## src/lcar_pkg.sv

```systemverilog
// Shared types, codes and constants for the load cell ADC reader.
package lcar_pkg;

   // Sample and field widths
   localparam int SAMPLE_BITS = 24;
   localparam int TIMES_W     = 8;
   localparam int NET_W       = 25;
   localparam int UNITS_W     = 33;
   localparam int SUM_W       = 32;
   localparam int SCALE_W     = 32;
   localparam int CSR_IDX_W   = 1;
   localparam int CSR_DATA_W  = 32;

   // Divider sizing: dividend is |net| shifted up by 24, divisor is the scale
   localparam int DIV_W     = 48;
   localparam int DVSR_W    = 32;
   localparam int DIV_CNT_W = $clog2(DIV_W);

   // Smallest usable scale (1.0 in Q16.16)
   localparam logic [SCALE_W-1:0] SCALE_MIN = 32'h0001_0000;

   // Operation codes carried by each input word
   typedef enum logic [2:0] {
      OP_TICK     = 3'd0,
      OP_MEASURE  = 3'd1,
      OP_TARE     = 3'd2,
      OP_PDOWN    = 3'd3,
      OP_PUP      = 3'd4,
      OP_LOAD_OFS = 3'd5
   } op_type;

   // Gain select codes
   typedef enum logic [1:0] {
      GAIN_128  = 2'd0,
      GAIN_64   = 2'd1,
      GAIN_32   = 2'd2,
      GAIN_NONE = 2'd3
   } gain_type;

   // Configuration register indexes
   typedef enum logic [CSR_IDX_W-1:0] {
      CSR_GAIN  = 1'd0,
      CSR_SCALE = 1'd1
   } csr_type;

   // Serial link phase
   typedef enum logic [1:0] {
      PH_IDLE  = 2'd0,
      PH_WAIT  = 2'd1,
      PH_BITS  = 2'd2,
      PH_PULSE = 2'd3
   } phase_type;

   // Controller states
   typedef enum logic [2:0] {
      ST_IDLE       = 3'd0,
      ST_STEP       = 3'd1,
      ST_AVG_GO     = 3'd2,
      ST_AVG_WAIT   = 3'd3,
      ST_UNITS_GO   = 3'd4,
      ST_UNITS_WAIT = 3'd5,
      ST_OUT        = 3'd6
   } state_type;

   // Controller to datapath commands
   typedef struct packed {
      logic latch_in;
      logic step;
      logic div_start;
      logic div_units;
      logic take_avg;
      logic take_units;
      logic load_out;
   } cmd_type;

   // Datapath to controller status
   typedef struct packed {
      logic last_tick;
      logic div_busy;
   } sts_type;

endpackage

```

## src/lcar_div.sv

```systemverilog
// Restoring unsigned divider, one quotient bit per cycle.
module lcar_div (
   input  logic                         clock,
   input  logic                         reset,
   input  logic                         start,
   input  logic [lcar_pkg::DIV_W-1:0]   dividend,
   input  logic [lcar_pkg::DVSR_W-1:0]  divisor,
   output logic                         busy,
   output logic [lcar_pkg::DIV_W-1:0]   quotient
);

   logic                             busy_ff, busy_in;
   logic [lcar_pkg::DIV_CNT_W-1:0]   cnt_ff, cnt_in;
   logic [lcar_pkg::DVSR_W-1:0]      rem_ff, rem_in;
   logic [lcar_pkg::DVSR_W-1:0]      dvsr_ff, dvsr_in;
   logic [lcar_pkg::DIV_W-1:0]       quot_ff, quot_in;
   logic [lcar_pkg::DVSR_W:0]        trial;
   logic [lcar_pkg::DVSR_W:0]        diff;

   // Shift in the next dividend bit and try the subtract
   always_comb begin
      trial   = {rem_ff, quot_ff[lcar_pkg::DIV_W-1]};
      diff    = trial - {1'b0, dvsr_ff};
      busy_in = busy_ff;
      cnt_in  = cnt_ff;
      rem_in  = rem_ff;
      dvsr_in = dvsr_ff;
      quot_in = quot_ff;
      if (start) begin
         busy_in = 1'b1;
         cnt_in  = lcar_pkg::DIV_CNT_W'(lcar_pkg::DIV_W - 1);
         rem_in  = '0;
         dvsr_in = divisor;
         quot_in = dividend;
      end else if (busy_ff) begin
         if (trial >= {1'b0, dvsr_ff}) begin
            rem_in  = diff[lcar_pkg::DVSR_W-1:0];
            quot_in = {quot_ff[lcar_pkg::DIV_W-2:0], 1'b1};
         end else begin
            rem_in  = trial[lcar_pkg::DVSR_W-1:0];
            quot_in = {quot_ff[lcar_pkg::DIV_W-2:0], 1'b0};
         end
         cnt_in = cnt_ff - 1'b1;
         if (cnt_ff == '0) begin
            busy_in = 1'b0;
         end
      end
   end

   always_ff @(posedge clock) begin
      if (reset) begin
         busy_ff <= 1'b0;
      end else begin
         busy_ff <= busy_in;
      end
      cnt_ff  <= cnt_in;
      rem_ff  <= rem_in;
      dvsr_ff <= dvsr_in;
      quot_ff <= quot_in;
   end

   assign busy     = busy_ff;
   assign quotient = quot_ff;

endmodule

```

## src/lcar_dp.sv

```systemverilog
// Datapath: link state, sample accumulation, offset, scaling and output word.
module lcar_dp (
   input  logic                                  clock,
   input  logic                                  reset,
   input  lcar_pkg::cmd_type                     cmd,
   output lcar_pkg::sts_type                     sts,
   // input word fields
   input  logic [2:0]                            req_operation,
   input  logic                                  req_data_in,
   input  logic [lcar_pkg::TIMES_W-1:0]          req_times,
   input  logic signed [lcar_pkg::SAMPLE_BITS-1:0] req_offset_value,
   // configuration writes
   input  logic                                  csr_write,
   input  logic [lcar_pkg::CSR_IDX_W-1:0]        csr_index,
   input  logic [lcar_pkg::CSR_DATA_W-1:0]       csr_wdata,
   // result word
   output logic                                  rsp_clock_out,
   output logic                                  rsp_busy_res,
   output logic                                  rsp_done_res,
   output logic signed [lcar_pkg::SAMPLE_BITS-1:0] rsp_average,
   output logic signed [lcar_pkg::NET_W-1:0]     rsp_net_value,
   output logic signed [lcar_pkg::UNITS_W-1:0]   rsp_units_q8
);

   localparam int SB = lcar_pkg::SAMPLE_BITS;

   // configuration
   logic [1:0]                      gain_ff;
   logic [lcar_pkg::SCALE_W-1:0]    scale_ff;

   // latched input word
   logic [2:0]                      op_ff;
   logic                            din_ff;
   logic [lcar_pkg::TIMES_W-1:0]    tms_ff;
   logic [SB-1:0]                   offv_ff;

   // link and accumulation state
   lcar_pkg::phase_type             phase_ff, phase_in;
   logic [4:0]                      bit_ff, bit_in;
   logic [1:0]                      pulse_ff, pulse_in;
   logic [lcar_pkg::TIMES_W-1:0]    read_ff, read_in;
   logic [SB-1:0]                   shift_ff, shift_in;
   logic signed [lcar_pkg::SUM_W-1:0] sum_ff, sum_in;
   logic [lcar_pkg::TIMES_W-1:0]    times_ff, times_in;
   logic signed [SB-1:0]            offset_ff, offset_in;
   logic                            clk_ff, clk_in;
   logic                            tare_ff, tare_in;
   logic                            pdown_ff, pdown_in;
   logic                            last_in;

   // pending result
   logic                            res_clk_ff;
   logic                            res_busy_ff;
   logic                            res_done_ff;
   logic signed [SB-1:0]            res_avg_ff;
   logic signed [lcar_pkg::NET_W-1:0]   res_net_ff;
   logic signed [lcar_pkg::UNITS_W-1:0] res_units_ff;
   logic                            net_neg_ff;

   // output register
   logic                            out_clk_ff;
   logic                            out_busy_ff;
   logic                            out_done_ff;
   logic signed [SB-1:0]            out_avg_ff;
   logic signed [lcar_pkg::NET_W-1:0]   out_net_ff;
   logic signed [lcar_pkg::UNITS_W-1:0] out_units_ff;

   // step helpers
   logic [1:0]                      pulses_wanted;
   logic [SB-1:0]                   sample;
   logic [5:0]                      bit_inc;
   logic [2:0]                      pulse_inc;
   logic [lcar_pkg::TIMES_W:0]      read_inc;

   // division operands and results
   logic [lcar_pkg::SUM_W-1:0]      sum_mag;
   logic signed [lcar_pkg::NET_W-1:0] net_val;
   logic [lcar_pkg::NET_W-1:0]      net_mag;
   logic [lcar_pkg::SCALE_W-1:0]    scale_eff;
   logic [lcar_pkg::DIV_W-1:0]      div_dividend;
   logic [lcar_pkg::DVSR_W-1:0]     div_divisor;
   logic                            div_busy;
   logic [lcar_pkg::DIV_W-1:0]      div_quot;
   logic [SB-1:0]                   avg_val;
   logic [lcar_pkg::UNITS_W-1:0]    units_val;

   // Gain pulses per reading
   always_comb begin
      unique case (gain_ff)
         lcar_pkg::GAIN_64: pulses_wanted = 2'd3;
         lcar_pkg::GAIN_32: pulses_wanted = 2'd2;
         default:           pulses_wanted = 2'd1;
      endcase
   end

   // Negate the raw code; the most negative code wraps onto itself
   assign sample    = ~shift_ff + 1'b1;
   assign bit_inc   = {1'b0, bit_ff} + 6'd1;
   assign pulse_inc = {1'b0, pulse_ff} + 3'd1;
   assign read_inc  = {1'b0, read_ff} + 1'b1;

   // Advance the link by one half period
   always_comb begin
      phase_in  = phase_ff;
      bit_in    = bit_ff;
      pulse_in  = pulse_ff;
      read_in   = read_ff;
      shift_in  = shift_ff;
      sum_in    = sum_ff;
      times_in  = times_ff;
      offset_in = offset_ff;
      clk_in    = clk_ff;
      tare_in   = tare_ff;
      pdown_in  = pdown_ff;
      last_in   = 1'b0;
      unique case (phase_ff)
         lcar_pkg::PH_IDLE: begin
            if ((op_ff == lcar_pkg::OP_MEASURE || op_ff == lcar_pkg::OP_TARE) && !pdown_ff) begin
               times_in = (tms_ff == '0) ? lcar_pkg::TIMES_W'(1) : tms_ff;
               tare_in  = (op_ff == lcar_pkg::OP_TARE);
               read_in  = '0;
               sum_in   = '0;
               clk_in   = 1'b0;
               phase_in = lcar_pkg::PH_WAIT;
            end else if (op_ff == lcar_pkg::OP_PDOWN) begin
               pdown_in = 1'b1;
               clk_in   = 1'b1;
            end else if (op_ff == lcar_pkg::OP_PUP) begin
               pdown_in = 1'b0;
               clk_in   = 1'b0;
            end else if (op_ff == lcar_pkg::OP_LOAD_OFS) begin
               offset_in = offv_ff;
            end
         end
         lcar_pkg::PH_WAIT: begin
            if (!din_ff) begin
               bit_in   = '0;
               shift_in = '0;
               phase_in = lcar_pkg::PH_BITS;
            end
         end
         default: begin
            if (!clk_ff) begin
               clk_in = 1'b1;
            end else begin
               clk_in = 1'b0;
               if (phase_ff == lcar_pkg::PH_BITS) begin
                  shift_in = {shift_ff[SB-2:0], din_ff};
                  bit_in   = bit_inc[4:0];
                  if (bit_inc >= 6'(SB)) begin
                     pulse_in = '0;
                     phase_in = lcar_pkg::PH_PULSE;
                  end
               end else begin
                  pulse_in = pulse_inc[1:0];
                  if (pulse_inc >= {1'b0, pulses_wanted}) begin
                     pulse_in = '0;
                     sum_in   = sum_ff + lcar_pkg::SUM_W'(signed'(sample));
                     read_in  = read_inc[lcar_pkg::TIMES_W-1:0];
                     if (read_inc >= {1'b0, times_ff}) begin
                        last_in  = 1'b1;
                        phase_in = lcar_pkg::PH_IDLE;
                     end else begin
                        phase_in = lcar_pkg::PH_WAIT;
                     end
                  end
               end
            end
         end
      endcase
   end

   // Select divider operands: sum by times, or |net| * 2^24 by scale
   assign sum_mag   = sum_ff[lcar_pkg::SUM_W-1] ? (~sum_ff + 1'b1) : sum_ff;
   assign net_val   = lcar_pkg::NET_W'(res_avg_ff) - lcar_pkg::NET_W'(offset_ff);
   assign net_mag   = net_val[lcar_pkg::NET_W-1] ? (~net_val + 1'b1) : net_val;
   assign scale_eff = (scale_ff < lcar_pkg::SCALE_MIN) ? lcar_pkg::SCALE_MIN : scale_ff;

   always_comb begin
      if (cmd.div_units) begin
         div_dividend = {net_mag[SB-1:0], SB'(0)};
         div_divisor  = scale_eff;
      end else begin
         div_dividend = lcar_pkg::DIV_W'(sum_mag);
         div_divisor  = lcar_pkg::DVSR_W'(times_ff);
      end
   end

   lcar_div u_div (
      .clock    (clock),
      .reset    (reset),
      .start    (cmd.div_start),
      .dividend (div_dividend),
      .divisor  (div_divisor),
      .busy     (div_busy),
      .quotient (div_quot)
   );

   // Restore the sign: truncation toward zero
   assign avg_val   = sum_ff[lcar_pkg::SUM_W-1] ? (~div_quot[SB-1:0] + 1'b1) : div_quot[SB-1:0];
   assign units_val = net_neg_ff ? (~div_quot[lcar_pkg::UNITS_W-1:0] + 1'b1)
                                 : div_quot[lcar_pkg::UNITS_W-1:0];

   assign sts.last_tick = last_in;
   assign sts.div_busy  = div_busy;

   // Control state: link, accumulation, offset and configuration
   always_ff @(posedge clock) begin
      if (reset) begin
         gain_ff   <= lcar_pkg::GAIN_128;
         scale_ff  <= lcar_pkg::SCALE_MIN;
         phase_ff  <= lcar_pkg::PH_IDLE;
         bit_ff    <= '0;
         pulse_ff  <= '0;
         read_ff   <= '0;
         shift_ff  <= '0;
         sum_ff    <= '0;
         times_ff  <= lcar_pkg::TIMES_W'(1);
         offset_ff <= '0;
         clk_ff    <= 1'b0;
         tare_ff   <= 1'b0;
         pdown_ff  <= 1'b0;
      end else begin
         if (csr_write) begin
            if (csr_index == lcar_pkg::CSR_GAIN) begin
               if (csr_wdata[1:0] != lcar_pkg::GAIN_NONE) begin
                  gain_ff <= csr_wdata[1:0];
               end
            end else begin
               scale_ff <= csr_wdata;
            end
         end
         if (cmd.step) begin
            phase_ff  <= phase_in;
            bit_ff    <= bit_in;
            pulse_ff  <= pulse_in;
            read_ff   <= read_in;
            shift_ff  <= shift_in;
            sum_ff    <= sum_in;
            times_ff  <= times_in;
            offset_ff <= offset_in;
            clk_ff    <= clk_in;
            tare_ff   <= tare_in;
            pdown_ff  <= pdown_in;
         end
         // tare takes the new average as offset before net is formed
         if (cmd.take_avg) begin
            tare_ff <= 1'b0;
            if (tare_ff) begin
               offset_ff <= avg_val;
            end
         end
      end
   end

   // Payload: latched input, pending result and output word
   always_ff @(posedge clock) begin
      if (cmd.latch_in) begin
         op_ff   <= req_operation;
         din_ff  <= req_data_in;
         tms_ff  <= req_times;
         offv_ff <= req_offset_value;
      end
      if (cmd.step) begin
         res_clk_ff   <= clk_in;
         res_busy_ff  <= (phase_in != lcar_pkg::PH_IDLE);
         res_done_ff  <= last_in;
         res_avg_ff   <= '0;
         res_net_ff   <= '0;
         res_units_ff <= '0;
      end
      if (cmd.take_avg) begin
         res_avg_ff <= avg_val;
      end
      if (cmd.div_start && cmd.div_units) begin
         res_net_ff <= net_val;
         net_neg_ff <= net_val[lcar_pkg::NET_W-1];
      end
      if (cmd.take_units) begin
         res_units_ff <= units_val;
      end
      if (cmd.load_out) begin
         out_clk_ff   <= res_clk_ff;
         out_busy_ff  <= res_busy_ff;
         out_done_ff  <= res_done_ff;
         out_avg_ff   <= res_avg_ff;
         out_net_ff   <= res_net_ff;
         out_units_ff <= res_units_ff;
      end
   end

   assign rsp_clock_out = out_clk_ff;
   assign rsp_busy_res  = out_busy_ff;
   assign rsp_done_res  = out_done_ff;
   assign rsp_average   = out_avg_ff;
   assign rsp_net_value = out_net_ff;
   assign rsp_units_q8  = out_units_ff;

endmodule

```

## src/lcar_ctrl.sv

```systemverilog
// Controller: sequences accept, step, the two divisions and the output load.
module lcar_ctrl (
   input  logic              clock,
   input  logic              reset,
   input  logic              req_valid,
   output logic              req_stall,
   output logic              rsp_valid,
   input  logic              rsp_stall,
   input  lcar_pkg::sts_type sts,
   output lcar_pkg::cmd_type cmd
);

   lcar_pkg::state_type state_ff, state_in;
   logic                rsp_valid_ff, rsp_valid_in;
   logic                accept;
   logic                slot_free;

   assign accept    = req_valid && (state_ff == lcar_pkg::ST_IDLE);
   assign slot_free = !rsp_valid_ff || !rsp_stall;

   // Next state
   always_comb begin
      state_in = state_ff;
      unique case (state_ff)
         lcar_pkg::ST_IDLE:       if (accept) state_in = lcar_pkg::ST_STEP;
         lcar_pkg::ST_STEP: begin
            state_in = sts.last_tick ? lcar_pkg::ST_AVG_GO : lcar_pkg::ST_OUT;
         end
         lcar_pkg::ST_AVG_GO:     state_in = lcar_pkg::ST_AVG_WAIT;
         lcar_pkg::ST_AVG_WAIT:   if (!sts.div_busy) state_in = lcar_pkg::ST_UNITS_GO;
         lcar_pkg::ST_UNITS_GO:   state_in = lcar_pkg::ST_UNITS_WAIT;
         lcar_pkg::ST_UNITS_WAIT: if (!sts.div_busy) state_in = lcar_pkg::ST_OUT;
         lcar_pkg::ST_OUT:        if (slot_free) state_in = lcar_pkg::ST_IDLE;
         default:                 state_in = lcar_pkg::ST_IDLE;
      endcase
   end

   // Commands
   always_comb begin
      cmd            = '0;
      cmd.latch_in   = accept;
      cmd.step       = (state_ff == lcar_pkg::ST_STEP);
      cmd.div_start  = (state_ff == lcar_pkg::ST_AVG_GO) ||
                       (state_ff == lcar_pkg::ST_UNITS_GO);
      cmd.div_units  = (state_ff == lcar_pkg::ST_UNITS_GO);
      cmd.take_avg   = (state_ff == lcar_pkg::ST_AVG_WAIT) && !sts.div_busy;
      cmd.take_units = (state_ff == lcar_pkg::ST_UNITS_WAIT) && !sts.div_busy;
      cmd.load_out   = (state_ff == lcar_pkg::ST_OUT) && slot_free;
   end

   // Hold the output word until taken
   assign rsp_valid_in = cmd.load_out || (rsp_valid_ff && rsp_stall);

   always_ff @(posedge clock) begin
      if (reset) begin
         state_ff     <= lcar_pkg::ST_IDLE;
         rsp_valid_ff <= 1'b0;
      end else begin
         state_ff     <= state_in;
         rsp_valid_ff <= rsp_valid_in;
      end
   end

   assign req_stall = (state_ff != lcar_pkg::ST_IDLE);
   assign rsp_valid = rsp_valid_ff;

endmodule

```

## src/load_cell_adc_reader.sv

```systemverilog
// Top level: load cell ADC reader, one result word for each tick word.
// Ordinary ticks go from accept through the step state to the output register; the tick that
// ends a measure or tare also passes two divider runs (mean, then scaling) before the output.
// One word in flight: the next word is accepted the cycle after the result is loaded,
// even while that result still waits to be taken.
// Reset (synchronous, active high): link idle, offset zero, gain 128, scale 1.0.
module load_cell_adc_reader (
   input  logic                                  clock,
   input  logic                                  reset,
   // tick words
   input  logic                                  req_valid,
   output logic                                  req_stall,
   input  logic [2:0]                            req_operation,
   input  logic                                  req_data_in,
   input  logic [lcar_pkg::TIMES_W-1:0]          req_times,
   input  logic signed [lcar_pkg::SAMPLE_BITS-1:0] req_offset_value,
   // result words
   output logic                                  rsp_valid,
   input  logic                                  rsp_stall,
   output logic                                  rsp_clock_out,
   output logic                                  rsp_busy_res,
   output logic                                  rsp_done_res,
   output logic signed [lcar_pkg::SAMPLE_BITS-1:0] rsp_average,
   output logic signed [lcar_pkg::NET_W-1:0]     rsp_net_value,
   output logic signed [lcar_pkg::UNITS_W-1:0]   rsp_units_q8,
   // configuration writes
   input  logic                                  csr_valid,
   output logic                                  csr_ready,
   input  logic [lcar_pkg::CSR_IDX_W-1:0]        csr_index,
   input  logic [lcar_pkg::CSR_DATA_W-1:0]       csr_wdata
);

   lcar_pkg::cmd_type cmd;
   lcar_pkg::sts_type sts;

   // Registers take a write on any cycle
   assign csr_ready = 1'b1;

   lcar_ctrl u_ctrl (
      .clock     (clock),
      .reset     (reset),
      .req_valid (req_valid),
      .req_stall (req_stall),
      .rsp_valid (rsp_valid),
      .rsp_stall (rsp_stall),
      .sts       (sts),
      .cmd       (cmd)
   );

   lcar_dp u_dp (
      .clock            (clock),
      .reset            (reset),
      .cmd              (cmd),
      .sts              (sts),
      .req_operation    (req_operation),
      .req_data_in      (req_data_in),
      .req_times        (req_times),
      .req_offset_value (req_offset_value),
      .csr_write        (csr_valid && csr_ready),
      .csr_index        (csr_index),
      .csr_wdata        (csr_wdata),
      .rsp_clock_out    (rsp_clock_out),
      .rsp_busy_res     (rsp_busy_res),
      .rsp_done_res     (rsp_done_res),
      .rsp_average      (rsp_average),
      .rsp_net_value    (rsp_net_value),
      .rsp_units_q8     (rsp_units_q8)
   );

endmodule

```

## config.mk

```make
export PLATFORM = sky130hd
export DESIGN_NAME = load_cell_adc_reader
export DESIGN_NICKNAME = d
export VERILOG_FILES = /design/src/lcar_pkg.sv /design/src/lcar_div.sv /design/src/lcar_dp.sv /design/src/lcar_ctrl.sv /design/src/load_cell_adc_reader.sv
export SDC_FILE = /design/constraint.sdc
export NUM_CORES = 1
export LEC_CHECK = 0
export BUFFER_PORTS_ARGS = -buffer_cell sky130_fd_sc_hd__buf_2
export CAP_MARGIN = 25
export CORE_MARGIN = 2
export CORE_UTILIZATION = 40
export CTS_BUF_LIST = sky130_fd_sc_hd__clkbuf_16
export DETAILED_ROUTE_END_ITERATION = 16
export HOLD_SLACK_MARGIN = 0.03
export PLACE_DENSITY_LB_ADDON = 0.08
export SLEW_MARGIN = 20
export SYNTH_ARGS = -nofsm -noshare
export SYNTH_HDL_FRONTEND = slang
export SYNTH_SLANG_ARGS = --single-unit
export TNS_END_PERCENT = 5
```

## constraint.sdc

```tcl
create_clock -name clock -period 6.85 [get_ports clock]
set_clock_uncertainty 0.15 [all_clocks]
set_input_delay 0.3425 -clock clock [delete_from_list [all_inputs] [get_ports clock]]
set_output_delay 0.3425 -clock clock [all_outputs]
set_load 0.03 [all_outputs]
```

==> impl_metrics.yaml <==
timing:
  fin_hold_ws_ns: 0.0562
  grt_setup_unrepaired: "false"
  fin_tns_setup_ns: 0
  tightest_slew_ns: 0.965
  finalSetupViolCount: 0
  post-route-period-util_pct: 70.7
  finalHoldViolations: 0
  fin_ws_ns: 2.01
  fin_crit_ns: 4.84
  relSlewSlack_pct: 35.6
  drv_slew: 0
  fmax_mhz: 207
placed_design:
  gp_congestion: 0.882
  port_buffers: 160
  pre_cts_slack_ns: 2.04
  dp_hpwl_um: 45800
  placed_cell_area_sq_um: 26500
  place_inst: 3385
synthesis:
  yosysUniqueCellTypes: 78
  ys_top_cells_by_area: "edfxtp_1 (35%), dfxtp_1 (15%), ha_1 (5.5%)"
  syn_inst: 2492
  synth_seq_cells: 472
  yosys.area.top_type: "edfxtp_1"
  ys_warn_count: 0
  syn_area_per_cell_sq_um: 9.97
  seq_area_frac_synth_pct: 49.6
  syn-num-nets: 2680
  synth-edff-count: 287
  synthArstFlopShare_pct: 0
  synth_area_sq_um: 24800
  ys.flop_type: "edfxtp_1"
  synth_top_area_share_pct: 34.7
power_and_ir_drop:
  power_density_nw_per_um2: 338
  cellInternalPower_uw: 6430
  p_clk_share_pct: 29.5
  p_leak_uw: 0.0114
  p_seq_share_pct: 40.7
  combPwrFrac_pct: 29.9
  power_switching_uw: 3360
  irDropWorstVdd_v: 0.000195
  swShare_pct: 34.3
worst_setup_path:
  path_common_cell: "a31oi_1"
  crit_path_start: "u_dp.shift_ff[2]$_SDFFE_PP0P_"
  path_class: "flip-flop to flip-flop"
  crit_path_start_kind: "flip-flop"
  r2r_start: "u_dp.shift_ff[2]$_SDFFE_PP0P_"
  slowest_stage: "o41ai_1"
  worstPathArrival_ns: 5.21
  critPathMaxStageDelay_ns: 0.76
  crit_family: "compound AO/OA/AOI/OAI gates"
  cp.required_ns: 7.22
  crit_chain: "nor2_1, nand3_1, nor4_1, nand3b_1, xor2_1, ha_1, and4_1, a221oi_1, a31oi_1, o41ai_1, o311ai_0, a31oi_1, xnor2_1, a22o_1"
  cp_max_fo: 7
  rr_endpoint: "u_dp.sum_ff[30]$_SDFFE_PP0P_"
  rrSetupSlack_ns: 2.01
  end_kind: "flip-flop"
  crit_buf_inv: 0
  ff2ff_path_depth: 14
worst_hold_path:
  hold_depth: 2
  min_to: "u_dp.shift_ff[0]$_SDFFE_PP0P_"
  hold_path.startpoint: "reset"
  worstHoldPathType: "primary input to flip-flop"
clock_network:
  postCtsHoldBufs: 72
  cts_root_buf: "clkbuf_16"
  cts_max_level: 2
  cts_setup_buffers: 0
  cts-buffers-inserted: 54
  cts_sinks: 472
  insertion_delay_ns: 0.63
  clk_path_buf_depth: 3
  cts_tree: "done"
  cts_resized: 0
  clk_pin_slew_ns: 0.06
global_route:
  grt_max_degree: 89
  grt_usage_pct: 19.8
  grt_pass1_vias: 18200
  grt_antenna_before_repair: 3
  grt_pass1_wl_um: 101000
  grt_overflow_total: 0
die:
  fp.dieH_um: 253
  core_sq_um: 61600
  start_util_pct: 40.3
  fp.dieW_um: 253
  ios: 162
  fp.dieArea_sq_um: 64100
  rows: 91
route:
  wirelength_um: 63900
  drt_iter0_markers: 1230
  drtAntennaViolNets: 0
  drc: 0
  vias: 18800
  via_per_inst: 5.28
  post_drt_wl_per_cell_um: 17.9
  drt_pass1_iterations: 7
final_layout:
  finalInstanceArea_sq_um: 29000
  finalNetCount: 2866
  area_delta_synth_final_pct: 16.7
  finalNonFillerCells: 3561
  drive_gt1_share_pct: 12.1
flow_run:
  max-cap-violations: 0
status:
  status: "finished, final reports clean"
[kinds of logic after synthesis]
logic type | after synthesis | synth area share (%)
xor gates and xnor gates | 202 | 7.12
AOI/OAI and AO/OA | 621 | 15.9
adders and majority gates | 114 | 5.86
muxes | 65 | 2.74
other | 1 | 0.0151
DFF | 472 | 49.6
buffers and inverters | 232 | 3.53
and+or+nand+nor | 785 | 15.3
[how the worst max path moves through the flow]
stage / endpoint / slack (ns) / cells past startpoint
final: u_dp.sum_ff[30]$_SDFFE_PP0P_ / 2.01 / 14
after global routing: u_dp.sum_ff[30]$_SDFFE_PP0P_ / 1.45 / 14
after CTS: u_dp.sum_ff[30]$_SDFFE_PP0P_ / 2.02 / 14
after detailed placement: u_dp.sum_ff[30]$_SDFFE_PP0P_ / 2.04 / 14
after global placement: u_dp.sum_ff[30]$_SDFFE_PP0P_ / 2.05 / 14
after floorplan: u_dp.rsp_average[0]$_DFFE_PP_ / 1.32 / 4
[cell usage in the layout (no fill, tap or decap), types with 10 or more instances in the layout]
| master | netlist | layout |
|---|---|---|
| edfxtp_1 | 287 | 287 |
| nor2_1 | 242 | 239 |
| nand2_1 | 228 | 226 |
| a21oi_1 | 203 | 202 |
| dfxtp_1 | 185 | 184 |
| buf_2 | 1 | 159 |
| o21ai_0 | 130 | 130 |
| xor2_1 | 118 | 118 |
| inv_1 | 104 | 112 |
| ha_1 | 110 | 110 |
| xnor2_1 | 84 | 84 |
| dlygate4sd3_1 | 0 | 72 |
| clkbuf_16 | 0 | 54 |
| a21o_1 | 52 | 52 |
| nor3_1 | 47 | 45 |
| mux2i_1 | 41 | 41 |
| and2_1 | 34 | 33 |
| nand3_1 | 33 | 33 |
| nor3b_1 | 28 | 28 |
| or3_1 | 25 | 24 |
| mux2_2 | 24 | 24 |
| nand2b_1 | 23 | 22 |
| a211oi_1 | 22 | 22 |
| buf_4 | 1 | 22 |
| o31ai_1 | 21 | 21 |
| a22o_1 | 20 | 20 |
| a311oi_1 | 20 | 20 |
| a22oi_1 | 19 | 19 |
| nor4_1 | 18 | 18 |
| and3_1 | 18 | 18 |
| a31oi_1 | 18 | 18 |
| clkinv_1 | 0 | 18 |
| nor2b_1 | 16 | 16 |
| o21a_1 | 15 | 15 |
| nand3b_1 | 15 | 15 |
| o211ai_1 | 12 | 12 |
| nand4_1 | 12 | 12 |
| o22ai_1 | 12 | 12 |
| or2_2 | 10 | 10 |
| or4_1 | 10 | 10 |
[synth_stat cells (all sizes together), types with 47 or more instances]
| cell type | number |
|---|---|
| ha | 110 |
| a21oi | 203 |
| nor2 | 242 |
| xor2 | 118 |
| nor3 | 47 |
| xnor2 | 84 |
| inv | 106 |
| o21ai | 134 |
| dfxtp | 185 |
| clkbuf | 109 |
| a21o | 52 |
| edfxtp | 287 |
| nand2 | 228 |
[worst reg2reg max path, cell delays in order, from the launching register on]
cell and delay [ns]:
dfxtp_1 0.35, nor2_1 0.16, nand3_1 0.14, nor4_1 0.72
nand3b_1 0.29, xor2_1 0.22, ha_1 0.37, and4_1 0.23
a221oi_1 0.37, a31oi_1 0.22, o41ai_1 0.76, o311ai_0 0.26
a31oi_1 0.25, xnor2_1 0.08, a22o_1 0.19
[stage by stage]
step                util [%]  power (uW)
CTS                     47.0        9900
detailed placement      43.0        6950
floorplan                  -        6100
global route            47.1       10400
finish                  47.1        9790
global placement        42.9        6900
[layout make-up]
type                    count  area, sq um
clock buffers              54         1350
repair buffers            256         1720
flip-flops and latches    472        12300
clock inverters            47          433
inverters                 106          398
fillers                  5789        32600
multi-input cells        1788        11700
diodes                      1         2.50
well taps                 837         1050
[sequential cells by signal, indices dropped and copies added (netlist names), 25 cells and up]
register,cells
u_dp.rsp_net_value,25
u_dp.u_div.quotient,48
u_dp.u_div.rem_ff,32
u_dp.u_div.dvsr_ff,32
u_dp.res_net_ff,25
u_dp.rsp_units_q8,33
u_dp.res_units_ff,33
u_dp.scale_ff,32
u_dp.sum_ff,32
[power groups by stage]
stage               combinational [uW]  clock (uW)  sequential, uW
floorplan                         2200           0            3900
global placement                  2870           0            4030
detailed placement                2910           0            4040
CTS                               2960        2960            3980
global route                      3280        3070            4030
finish                            2920        2880            3980
[per-layer routing]
metal	share of wire, %	global-route usage, %	vias up
li1	-	-	9393
met1	47	26.9	8956
met2	47	33.2	369
met3	4.5	3.03	71
met4	1.7	4.29	0
met5	0	0	-
Note: power is estimated with default switching activity, not from simulation.
